==> src/evest_ram.sv <==
// Generic single-clock RAM: one write port, one read port, registered read.
// Used for the change and acceleration rings. No dependencies.
`default_nettype none

module evest_ram #(
   parameter int WIDTH = 8,
   parameter int DEPTH = 16,
   localparam int ADDR_W = (DEPTH > 1) ? $clog2(DEPTH) : 1
) (
   input  wire logic              clock,
   input  wire logic              wr_en,
   input  wire logic [ADDR_W-1:0] wr_addr,
   input  wire logic [WIDTH-1:0]  wr_data,
   input  wire logic              rd_en,
   input  wire logic [ADDR_W-1:0] rd_addr,
   output logic      [WIDTH-1:0]  rd_data
);

   logic [WIDTH-1:0] mem_ff [DEPTH];
   logic [WIDTH-1:0] rd_data_ff;

   // Write port
   always_ff @(posedge clock) begin
      if (wr_en) begin
         mem_ff[wr_addr] <= wr_data;
      end
   end

   // Registered read; hold the last word when not reading
   always_ff @(posedge clock) begin
      if (rd_en) begin
         rd_data_ff <= mem_ff[rd_addr];
      end
   end

   assign rd_data = rd_data_ff;

endmodule

`default_nettype wire

==> config.mk <==
export PLATFORM = sky130hd
export DESIGN_NAME = evest_ram
export DESIGN_NICKNAME = d
export VERILOG_FILES = /design/src/evest_ram.sv
export SDC_FILE = /design/constraint.sdc
export NUM_CORES = 1
export LEC_CHECK = 0
export BUFFER_PORTS_ARGS = -buffer_cell sky130_fd_sc_hd__buf_2
export CORE_AREA = 2 2 108 110
export DETAILED_ROUTE_END_ITERATION = 8
export DIE_AREA = 0 0 110 112
export HOLD_SLACK_MARGIN = 0.05
export MAX_ROUTING_LAYER = met4
export SYNTH_ARGS = -nofsm -noshare
export SYNTH_HDL_FRONTEND = slang
export SYNTH_SLANG_ARGS = --single-unit
==> constraint.sdc <==
create_clock -name clock -period 2.8 [get_ports clock]
set_input_delay 0.14 -clock clock [delete_from_list [all_inputs] [get_ports clock]]
set_output_delay 0.14 -clock clock [all_outputs]
set_load 0.02 [all_outputs]
Word level (Yosys, flattened, before mapping) --
Memories as Yosys holds them, arrays and structs flattened. A register that Yosys moved wholly into a read port is not among the register bits. Index checks and enable logic that the tools add are counted.
Operators by class: multiplexer cells 2
Operators with widths (count):
- 2-to-1 mux 1 bit | 2
Storage, ports and cells: register bits 0, memory bits (writable) 128, input port bits 19, output and inout port bits 8, word-level logic and storage cells 3, memories kept 1
Memories:
- mem_ff | words 16, width 8, rd ports 1, clocked after memory_dff 1, write ports 1, line 19 | logic [WIDTH-1:0] mem_ff [DEPTH];

Depth between registers and ports, before layout --
Gate-level depths: netlist of the first run.
word-level depth 2, mapped depth 5, gate-level depth less buffers 3

Least setup slack after synthesis of the first run --
No wires, ideal clock.
kind in2reg, start input wr_addr[2], end memory mem_ff[0][0], enable pin, arrival time 1.250 ns, required time 2.417 ns, setup slack 1.167 ns, stages 2, buffers on the path 0, path through or3b_2 > nor3_1
RTL lines:
- start: declaration | line 12 | input wire logic [ADDR_W-1:0] wr_addr,
- end: declaration | line 19
No word-level cell before the write port.

==> summary.md, run 1 <==
| Metric | Value |
|---|---|
| Status | finished clean |
| Max_slew headroom | 36.56% |
| # rows | 39 |
| Async SR Flop Fraction | 0% |
| Worst path slowest cell | mux4_1 |
| FMAX | 0.6696 GHz |
| Root buf cell | clkbuf_16 |
| Reg-to-reg startpoint | mem_ff[0][3] |
| Diodes inserted | 0 |
| Clock Latency Late Sink | 0.41 ns |
| Switching power | ~930 µW |
| Main synth FF type | edfxtp_1 |
| Pre-CTS setup slack | 0.8637 ns |
| Int Pwr | 4036 µW |
| CP top delay family | multiplexers |
| Syn Area/Cell | between 20 and 25 µm² |
| #FFs+latches synth | about 140 |
| CTS tree | done |
| Total grt overflow | 0 |
| Clock sink total | 136 |
| Final Cycle Share | 53.34% |
| WP buf/inv | 0 |
| Clock Tree Buf Depth | 2 |
| Final worst path period need | 1.493 ns |
| Antenna violations before repair | 0 |
| Flop pwr share | between 40% and 50% |
| Via density | 5.492 |
| Cell breakdown of the critical path | mux4_1, a22oi_1, nand2_1 |
| Area of the core | 11,170 µm² |
| Slew Viols, Final | 0 |
| # setup viols final | 0 |
| VDD IR-drop max | approximately 370 µV |
| CP Launch Type | flop |
| Hold Violations, Final | 0 |
| Post-route DRC | 0 |
| RePlAce Congestion | 0.6937 |
| Layout cells sized above 1 | between 30 and 40% |
| Design area | a little over 6000 µm² |
| Max-Cap Viols | 0 |
| Crit Path Max Fanout | 1 |
| Mapped Nets | 248 |
| CTS buffer count | 17 |
| NumNets Final | around 300 |
| P per Cell Area | 796.7 nW/µm² |
| Post-Syn Area | 5228 µm² |
| Dpl cell area | 5575 µm² |
| Total negative slack | 0 ns |
| Hold bufs inserted after CTS | 0 |
| Origin of the worst min-delay path | wr_data[3] |
| First-pass DRT Iterations | 5 |
| Logic pwr share | 4.3% |
| Via count | 2,389 |
| Port Buffers | 26 |
| Final wirelength | 9955 µm |
| Min-Delay Path Class | in2reg |
| Mapped Cells | 229 |
| Synth cell types | 18 |
| Vias in the first global route | about 2,500 |
| Setup crit end kind | flop |
| Unrepaired setup endpoints after global routing | false |
| Seq/Total Area, Yosys | roughly four fifths |
| First-pass GRT wire length | ~15,000 µm |
| Cts repair resizes | 0 |
| Sw frac | 18.73% |
| WHS | 0.1147 ns |
| Worst-path clk slew | 0.06 ns |
| I/O pins | 27 |
| Yosys warns | 0 |
| Die W | 110 µm |
| Max incr delay on CP | just under 0.5 ns |
| Postcts setup bufs | 0 |
| Final HPWL DP | 6161 µm |
| LEAKAGE | 0.002100 µW |
| 1st-iter DRT viols | 86 |
| Layout area overhead | 19.22% |
| Die ar. | 12,320 µm² |
| Fin worst setup slack | 1.307 ns |
| GR Util All Layers | 18.53% |
| Chip height | about 110 µm |
| Largest net degree at the start of global routing | 20 |
| Initial core utilization | 46.78% |
| Skew final | 0.004307 ns |
| Post-route ant nets | 0 |
| Number of synthesized flops with an enable pin | 136 |
| Drt wl/cell | 22.89 µm |
| Clock share of power | 49.2% |
| H-Tree Level Count | 4 |
| Worst EP arrival | 1.64 ns |
| Worst setup path start | mem_ff[0][3] |
| Crit path kind | reg2reg |
| Slew @ Worst Pin | 0.9482 ns |
| Worst path required time | 2.95 ns |
layout by cell type (no fill, tap or decap), drive strengths merged:
cell type  instances
nor2              13
and2               1
nand2              9
nor2b              1
and2b              1
edfxtp           136
clkbuf            17
nand3b             2
clkinv             5
or3b               1
a22oi             16
clkinvlp           4
nand2b             2
bufinv             6
buf               41
mux4              32
nand3              1
nor3               4
cells in the mapped netlist, types with 2 or more instances:
cell	n	share of area [%]
nor2_1	13	0.93
nor3_1	4	0.38
mux4_2	18	7.8
nand2b_1	2	0.24
clkdlybuf4s25_2	3	0.57
nand2_1	9	0.65
edfxtp_1	136	78
mux4_1	14	7.0
a22oi_1	16	2.3
buf_6	3	0.65
buf_2	3	0.29
nand3b_1	2	0.29
cell families (layout without fill, tap and decap cells):
family,Yosys count,after routing,synth area share (%)
flops,136,136,78.12
simple gates,35,35,3.136
mux,32,32,14.79
compound gates,16,16,2.298
buf+inv,10,73,1.651
registers in the layout, indices dropped and copies added (netlist names):
register,cells
mem_ff,128
rd_data,8
routing by layer:
layer  global-route usage (%)  routed length [µm]  part of all wire, %
met1                    24.49                4496                   45
met2                    27.77                5035                   51
met3                    5.152                 305                  3.1
met4                    6.582                 117                  1.2
met5                        -                   0                    0
worst paths after layout:
check	to	slack [ns]	cells past startpoint
worst max-delay path	rd_data[3]	1.31	3
worst min-delay path	mem_ff[14][3]	0.11	1
worst max register to register	rd_data[3]	1.31	3
worst min register to register	rd_data[2]	0.74	3
area by class of cell:
class,instances,area (µm²)
clock buffer,17,425.4
clock inverter,15,231.5
fill,798,4942
multi-input combinational,83,1057
sequential,136,4084
tap,143,178.9
timing repair buffer,41,255.2
through the flow:
| stage | std cells | util (%) | power (µW) |
|---|---|---|---|
| 6_report | 435 | 55.77 | 4965 |
| 5_1_grt | 435 | 55.77 | 5104 |
| 4_1_cts | 435 | 55.77 | 5007 |
| 3_5_place_dp | 403 | 49.89 | 2567 |
| 3_3_place_gp | 403 | 49.89 | 2563 |
| 2_1_floorplan | 229 | - | 2473 |
worst register-to-register path, delay by kind of cell, from the launching register on:
kind | cells | cell delay, ns
AO/OA/AOI/OAI | 1 | 0.28
flip-flops | 1 | 0.37
multiplexers | 1 | 0.49
AND/OR/NAND/NOR | 1 | 0.10
power by group through the flow:
stage	clock (µW)	combinational, µW	sequential, µW
floorplan	0	116	2360
global placement	0	214	2350
detailed placement	0	218	2350
CTS	2480	219	2310
global route	2560	233	2310
finish	2450	213	2310
(Power assumes the default switching activity.)
==> run 2, diff against run 1 <==
--- a/config.mk
+++ b/config.mk
@@ -5,12 +5,14 @@
 export SDC_FILE = /design/constraint.sdc
 export NUM_CORES = 1
 export LEC_CHECK = 0
+export ABC_AREA = 1
 export BUFFER_PORTS_ARGS = -buffer_cell sky130_fd_sc_hd__buf_2
-export CORE_AREA = 2 2 108 110
+export CORE_AREA = 2 2 114 116
 export DETAILED_ROUTE_END_ITERATION = 8
-export DIE_AREA = 0 0 110 112
+export DIE_AREA = 0 0 116 118
 export HOLD_SLACK_MARGIN = 0.05
 export MAX_ROUTING_LAYER = met4
+export PLACE_DENSITY = 0.66
 export SYNTH_ARGS = -nofsm -noshare
 export SYNTH_HDL_FRONTEND = slang
 export SYNTH_SLANG_ARGS = --single-unit
==> constraint.sdc (replaced) <==
create_clock -name clock -period 1.36 [get_ports clock]
set_input_delay 0.068 -clock clock [delete_from_list [all_inputs] [get_ports clock]]
set_output_delay 0.068 -clock clock [all_outputs]
set_load 0.02 [all_outputs]
==> summary.md, run 2 <==
| Metric | Value |
|---|---|
| Status | finished clean |
| Biggest register | mem_ff |
| Seq/Total Area, Yosys | 69.85% (-8.3 points) |
| Final Cycle Share | 86.18% (+33 points) |
| Most frequent cells in the layout | nand2_1 (173), edfxtp_1 (136), inv_1 (100) |
| #FFs+latches synth | 136 (unchanged) |
| Post-Syn Area | 5847 µm² (+12%) |
| Worst-path clk slew | 0.06 ns (about the same) |
| Fin worst setup slack | 0.1879 ns (-1.119 ns) |
| Largest area contributor in the netlist | edfxtp_1 |
| CP Launch Type | flop |
| Root buf cell | clkbuf_16 |
| # rows | 41 (+5.1%) |
| Final HPWL DP | 7900 µm (+28%) |
| Skew final | 0.005027 ns (+0.0007199 ns) |
| Final wirelength | 12,550 µm (+26%) |
| Syn Area/Cell | 10.61 µm² (-54%) |
| Design area | 6827 µm² (+9.5%) |
| Yosys warns | 0 (unchanged) |
| RePlAce Congestion | 0.8424 (+21%) |
| Synth area leaders | edfxtp_1 (70%), nand2_1 (11%), nand3_1 (8.3%) |
| LEAKAGE | 0.002949 µW (+40%) |
| Diodes inserted | 0 (unchanged) |
| Most common cell in the synthesized netlist | nand2_1 |
| Total grt overflow | 0 (unchanged) |
| Number of synthesized flops with an enable pin | 136 (unchanged) |
| 1st-iter DRT viols | 335 (+290%) |
| Clock Tree Buf Depth | 2 (unchanged) |
| Main synth FF type | edfxtp_1 |
| Worst Setup EP | rd_data[2] |
| Max FFs per register | 128 (unchanged) |
| P per Cell Area | 1435 nW/µm² (+80%) |
| Async SR Flop Fraction | 0% (unchanged) |
| Via density | 4.878 (-11%) |
| Cts repair resizes | 0 (unchanged) |
| CTS tree | done |
| Reg-to-reg startpoint | mem_ff[1][2] |
| I/O pins | 27 (unchanged) |
| Commonest non-fill, non-tap cell in the layout | nand2_1 |
| WHS Path Cells | 1 (unchanged) |
| Hold Violations, Final | 0 (unchanged) |
| CTS buffer count | 17 (unchanged) |
| Final worst path period need | 1.172 ns (-0.3214 ns) |
| Antenna violations before repair | 0 (unchanged) |
| Clock sink total | 136 (unchanged) |
| Area of the core | 12,410 µm² (+11%) |
| Total negative slack | 0 ns (unchanged) |
| Die W | 116 µm (+5.5%) |
| Mapped Nets | 570 (+130%) |
| Chip height | 118 µm (+5.4%) |
| Worst setup path start | mem_ff[1][2] |
| Largest net degree at the start of global routing | 52 (+160%) |
| Pre-CTS setup slack | 0.02858 ns (-0.8352 ns) |
| Synth cell types | 11 (-7) |
| Drt wl/cell | 16.00 µm (-30%) |
| Post-route DRC | 0 (unchanged) |
| Worst path required time | 1.52 ns (-1.43 ns) |
| Crit Path Max Fanout | 1 (unchanged) |
| H-Tree Level Count | 4 (unchanged) |
| Post-route ant nets | 0 (unchanged) |
| Clock Latency Late Sink | 0.41 ns (about the same) |
| Port Buffers | 26 (unchanged) |
| Vias in the first global route | 3,795 (+52%) |
| Pwr Total | 9794 µW (+97%) |
| # setup viols final | 0 (unchanged) |
| VDD IR-drop max | 784.2 µV (+110%) |
| Synth top area share | 69.85% (-8.3 points) |
| Initial core utilization | 47.10% (+0.32 points) |
| Unrepaired setup endpoints after global routing | false |
| Worst EP arrival | 1.33 ns (-0.31 ns) |
| Slew @ Worst Pin | 0.5974 ns (-0.3508 ns) |
| Max_slew headroom | 60.12% (+24 points) |
| Max-Cap Viols | 0 (unchanged) |
| Layout cells sized above 1 | 12.75% (-18 points) |
| Dpl cell area | 6246 µm² (+12%) |
| First-pass GRT wire length | 20,220 µm (+36%) |
| Final core utilization | 54.99% (-0.78 points) |
| FF-to-FF End | rd_data[2] |
| Setup crit end kind | flop |
| First-pass DRT Iterations | 4 (-1) |
| Commonest cells in the netlist | nand2_1 (173), edfxtp_1 (136), inv_1 (100) |
| Slew Viols, Final | 0 (unchanged) |
| Worst reg-to-reg setup slack | 0.19 ns (-1.12 ns) |
| Crit path kind | reg2reg |
| Min-Delay Path Class | in2reg |
| Mapped Cells | 551 (+140%) |
| NumNets Final | 618 (+110%) |
| Die ar. | 13,690 µm² (+11%) |
| FMAX | 0.8532 GHz (+27%) |
| Layout area overhead | 16.76% |
| GR Util All Layers | 20.55% (+2.0 points) |
| Via count | 3,824 (+60%) |
| Cells on worst reg2reg path | 6 (+3) |
==> run 2: cell types whose count changed in the layout (fill, tap and decap cells not counted), sizes merged, moves of 11 or more <==
cell | previous run | this run
nand2 | 9 | 173
inv | 0 | 102
nand3 | 1 | 97
mux4 | 32 | 0
a22oi | 16 | 0
buf | 41 | 52
==> run 2: layout make-up <==
cell class | count | area, µm²
fill | 1083 | 5588
sequential | 136 | 4084
multi-input combinational | 289 | 1214
clock buffer | 21 | 440.4
inverter | 102 | 382.9
timing repair buffer | 53 | 360.3
tap | 172 | 215.2
clock inverter | 11 | 130.1
==> run 2: worst min path at each step <==
stage / startpoint / end
after floorplan: wr_data[0] / mem_ff[0][0]
after global placement: rd_en / rd_data[4]
after detailed placement: rd_en / rd_data[2]
after CTS: wr_data[5] / mem_ff[10][5]
after global routing: wr_data[5] / mem_ff[10][5]
final: wr_data[5] / mem_ff[10][5]
==> run 2: what timing repair did <==
action | 4_1_cts | 5_1_grt
setup buffers | 0 | 0
endpoints found under the setup margin | 0 | 0
hold buffers | 1 | 0
endpoints found under the hold margin | 8 | 0
==> run 2: cells by family after synthesis <==
family | Yosys count | share of synthesized area [%]
buf+inv | 126 | 9.394
flops | 136 | 69.85
simple gates | 289 | 20.76
==> run 2: power by group <==
part           leakage [µW]  internal (µW)  total (µW)  switching [µW]
Sequential          0.00124           4720        4750            24.4
Clock              0.000271           2850        4450            1600
Combinational       0.00144            179         599             420
==> run 2: routing by layer <==
| metal | routed length (µm) | up-vias | track usage (%) | part of all wire, % |
|---|---|---|---|---|
| li1 | - | 1874 | - | - |
| met1 | 5704 | 1780 | 28.39 | 45 |
| met2 | 5637 | 143 | 29.02 | 45 |
| met3 | 787 | 27 | 4.428 | 6.3 |
| met4 | 417 | 0 | 9.821 | 3.3 |
| met5 | 0 | - | - | 0 |
==> run 2: through the flow <==
step	hold slack, ns	instances
finish	0.06313	784
global route	0.07245	784
CTS	0.05080	784
detailed placement	0.4485	751
global placement	0.4427	751
floorplan	0.1669	551
==> run 2: critical path, cell delays in order (launching register included) <==
cell      delay [ns]
edfxtp_1        0.36
inv_1           0.06
nand2_1         0.04
nand3_1         0.09
nand3_1         0.13
nand3_1         0.15
nand2_1         0.08
==> run 3, diff against run 2 <==
--- a/config.mk
+++ b/config.mk
@@ -11,7 +11,6 @@
 export DETAILED_ROUTE_END_ITERATION = 8
 export DIE_AREA = 0 0 116 118
 export HOLD_SLACK_MARGIN = 0.05
-export MAX_ROUTING_LAYER = met4
 export PLACE_DENSITY = 0.66
 export SYNTH_ARGS = -nofsm -noshare
 export SYNTH_HDL_FRONTEND = slang
==> summary.md, run 3 (synthesis results as in run 2) <==
| Metric | Value |
|---|---|
| Status | finished clean |
| Biggest register | mem_ff |
| Most frequent cells in the layout | nand2_1 (173), edfxtp_1 (136), inv_1 (100) |
| Slew Viols, Final | 0 (unchanged) |
| Die ar. | 13,690 µm² (unchanged) |
| Diodes inserted | 0 (unchanged) |
| Worst path slowest cell | edfxtp_1 |
| Root buf cell | clkbuf_16 |
| Final wirelength | 12,740 µm (+1.5%) |
| I/O pins | 27 (unchanged) |
| Via density | 4.894 (+0.33%) |
| Cells on worst reg2reg path | 6 (unchanged) |
| Die W | 116 µm (unchanged) |
| FMAX | 0.8456 GHz (-0.89%) |
| Post-route DRC | 0 (unchanged) |
| Antenna violations before repair | 0 (unchanged) |
| Commonest non-fill, non-tap cell in the layout | nand2_1 |
| Dpl cell area | 6231 µm² (-0.24%) |
| Drt wl/cell | 16.29 µm (+1.8%) |
| Post-route ant nets | 0 (unchanged) |
| Worst-path clk slew | 0.06 ns (about the same) |
| NumNets Final | 616 (-0.32%) |
| Final Cycle Share | 86.95% (+0.77 points) |
| GRT met3 Usage | 5.458% (+1.0 points) |
| Final worst path period need | 1.183 ns (+0.01047 ns) |
| Port Buffers | 26 (unchanged) |
| Layout area overhead | 17.57% |
| Post-placement cell count | 749 (-0.27%) |
| Initial core utilization | 47.10% (unchanged) |
| Worst path required time | 1.52 ns (about the same) |
| CP Launch Type | flop |
| Area of the core | 12,410 µm² (unchanged) |
| Min-Delay Path Class | in2reg |
| Cell breakdown of the critical path | inv_1, nand2_1, nand3_1, nand3_1, nand3_1, nand2_1 |
| Final HPWL DP | 7811 µm (-1.1%) |
| CTS tree | done |
| First-pass DRT Iterations | 5 (+1) |
| Clock Latency Late Sink | 0.41 ns (about the same) |
| Largest net degree at the start of global routing | 52 (unchanged) |
| Unrepaired setup endpoints after global routing | false |
| Design area | 6874 µm² (+0.70%) |
| Worst EP arrival | 1.35 ns (+0.02 ns) |
| RePlAce Congestion | 0.7762 (-7.9%) |
| # setup viols final | 0 (unchanged) |
| # rows | 41 (unchanged) |
| First-pass GRT wire length | 20,300 µm (+0.38%) |
| Crit path kind | reg2reg |
| WP buf/inv | 1 (unchanged) |
| Critical path's most frequent cell | nand3_1 |
| WHS Path Cells | 1 (unchanged) |
| Total negative slack | 0 ns (unchanged) |
| 1st-iter DRT viols | 430 (+28%) |
| CTS buffer count | 17 (unchanged) |
| CP top delay family | simple AND/OR/NAND/NOR gates |
| Layout Cells excl Fill | 782 (-0.26%) |
| Total grt overflow | 0 (unchanged) |
| Max_slew headroom | 60.00% (-0.12 points) |
| Most Crowded Layer GR | met2 |
| Layout cells sized above 1 | 13.11% (+0.37 points) |
| Via count | 3,827 (+0.078%) |
| LEAKAGE | 0.002971 µW (+0.75%) |
| Slew @ Worst Pin | 0.5992 ns (+0.001822 ns) |
| Setup crit end kind | flop |
| Crit Path Max Fanout | 1 (unchanged) |
| Skew final | 0.003935 ns (-0.001092 ns) |
| Max incr delay on CP | 0.36 ns (about the same) |
| Max FFs per register | 128 (unchanged) |
| Met1 Resource Use GR | 28.52% (+0.13 points) |
| VDD IR-drop max | 938.8 µV (+20%) |
| Levels on crit path | 6 (unchanged) |
| Chip height | 118 µm (unchanged) |
| Met2 Use GR | 30.74% (+1.7 points) |
| Hold Violations, Final | 0 (unchanged) |
| P per Cell Area | 1488 nW/µm² (+3.7%) |
| GR Util All Layers | 20.50% (-0.050 points) |
| Clock sink total | 136 (unchanged) |
| Clock Tree Buf Depth | 2 (unchanged) |
| H-Tree Level Count | 4 (unchanged) |
| Max-Cap Viols | 0 (unchanged) |
| Vias in the first global route | 3,693 (-2.7%) |
## run 3: changes by cell type in the layout (fill, tap and decap cells not counted), sizes merged
cell | before | now
buf | 52 | 50
bufinv | 3 | 5
inv | 102 | 103
clkbuf | 21 | 18
## run 3: layer usage
layer  vias to the layer above  share of wire, %  wire length, µm
met5                         -                 0                0
met4                         0               2.2              285
met3                        19               6.6              839
met2                       155                47             5948
met1                      1777                44             5662
li1                       1876                 -                -
## run 3: layout make-up
cell class | instances | area (µm²)
Timing Repair Buffer | 51 | 345.3
Tap cell | 172 | 215.2
Inverter | 102 | 382.9
Clock inverter | 14 | 203.9
Fill cell | 1069 | 5540
Multi-Input combinational cell | 289 | 1214
Clock buffer | 18 | 429.2
Sequential cell | 136 | 4084
## run 3: timing repair
action                    in CTS  in global routing
hold buffers                   1                  0
hold endpoints to repair       8                  0
buffers inserted               0                  0
gates resized for setup        0                  0
## run 3: power breakdown
group          leakage, µW  switching [µW]  internal, µW
combinational      0.00143             425           175
sequential         0.00124            24.6          4720
clock             0.000303            1650          3230
total              0.00297            2100          8130
## run 3: per-stage QoR
stage / hold slack [ns] / utilization [%] / worst slack, ns / power (µW)
2_1_floorplan: 0.1669 / - / 0.3412 / 5188
3_3_place_gp: 0.4415 / 50.19 / 0.06893 / 5418
3_5_place_dp: 0.4425 / 50.19 / 0.04176 / 5429
4_1_cts: 0.06201 / 55.37 / 0.1782 / 10290
5_1_grt: 0.07565 / 55.37 / 0.09590 / 10560
6_report: 0.07363 / 55.37 / 0.1775 / 10230
## run 3: final timing paths
kind	start	to	slack, ns
setup / recovery	mem_ff[1][2]	rd_data[2]	0.18
hold / removal	wr_data[2]	mem_ff[0][2]	0.07
setup reg to reg	mem_ff[1][2]	rd_data[2]	0.18
hold reg to reg	mem_ff[13][1]	rd_data[1]	0.74
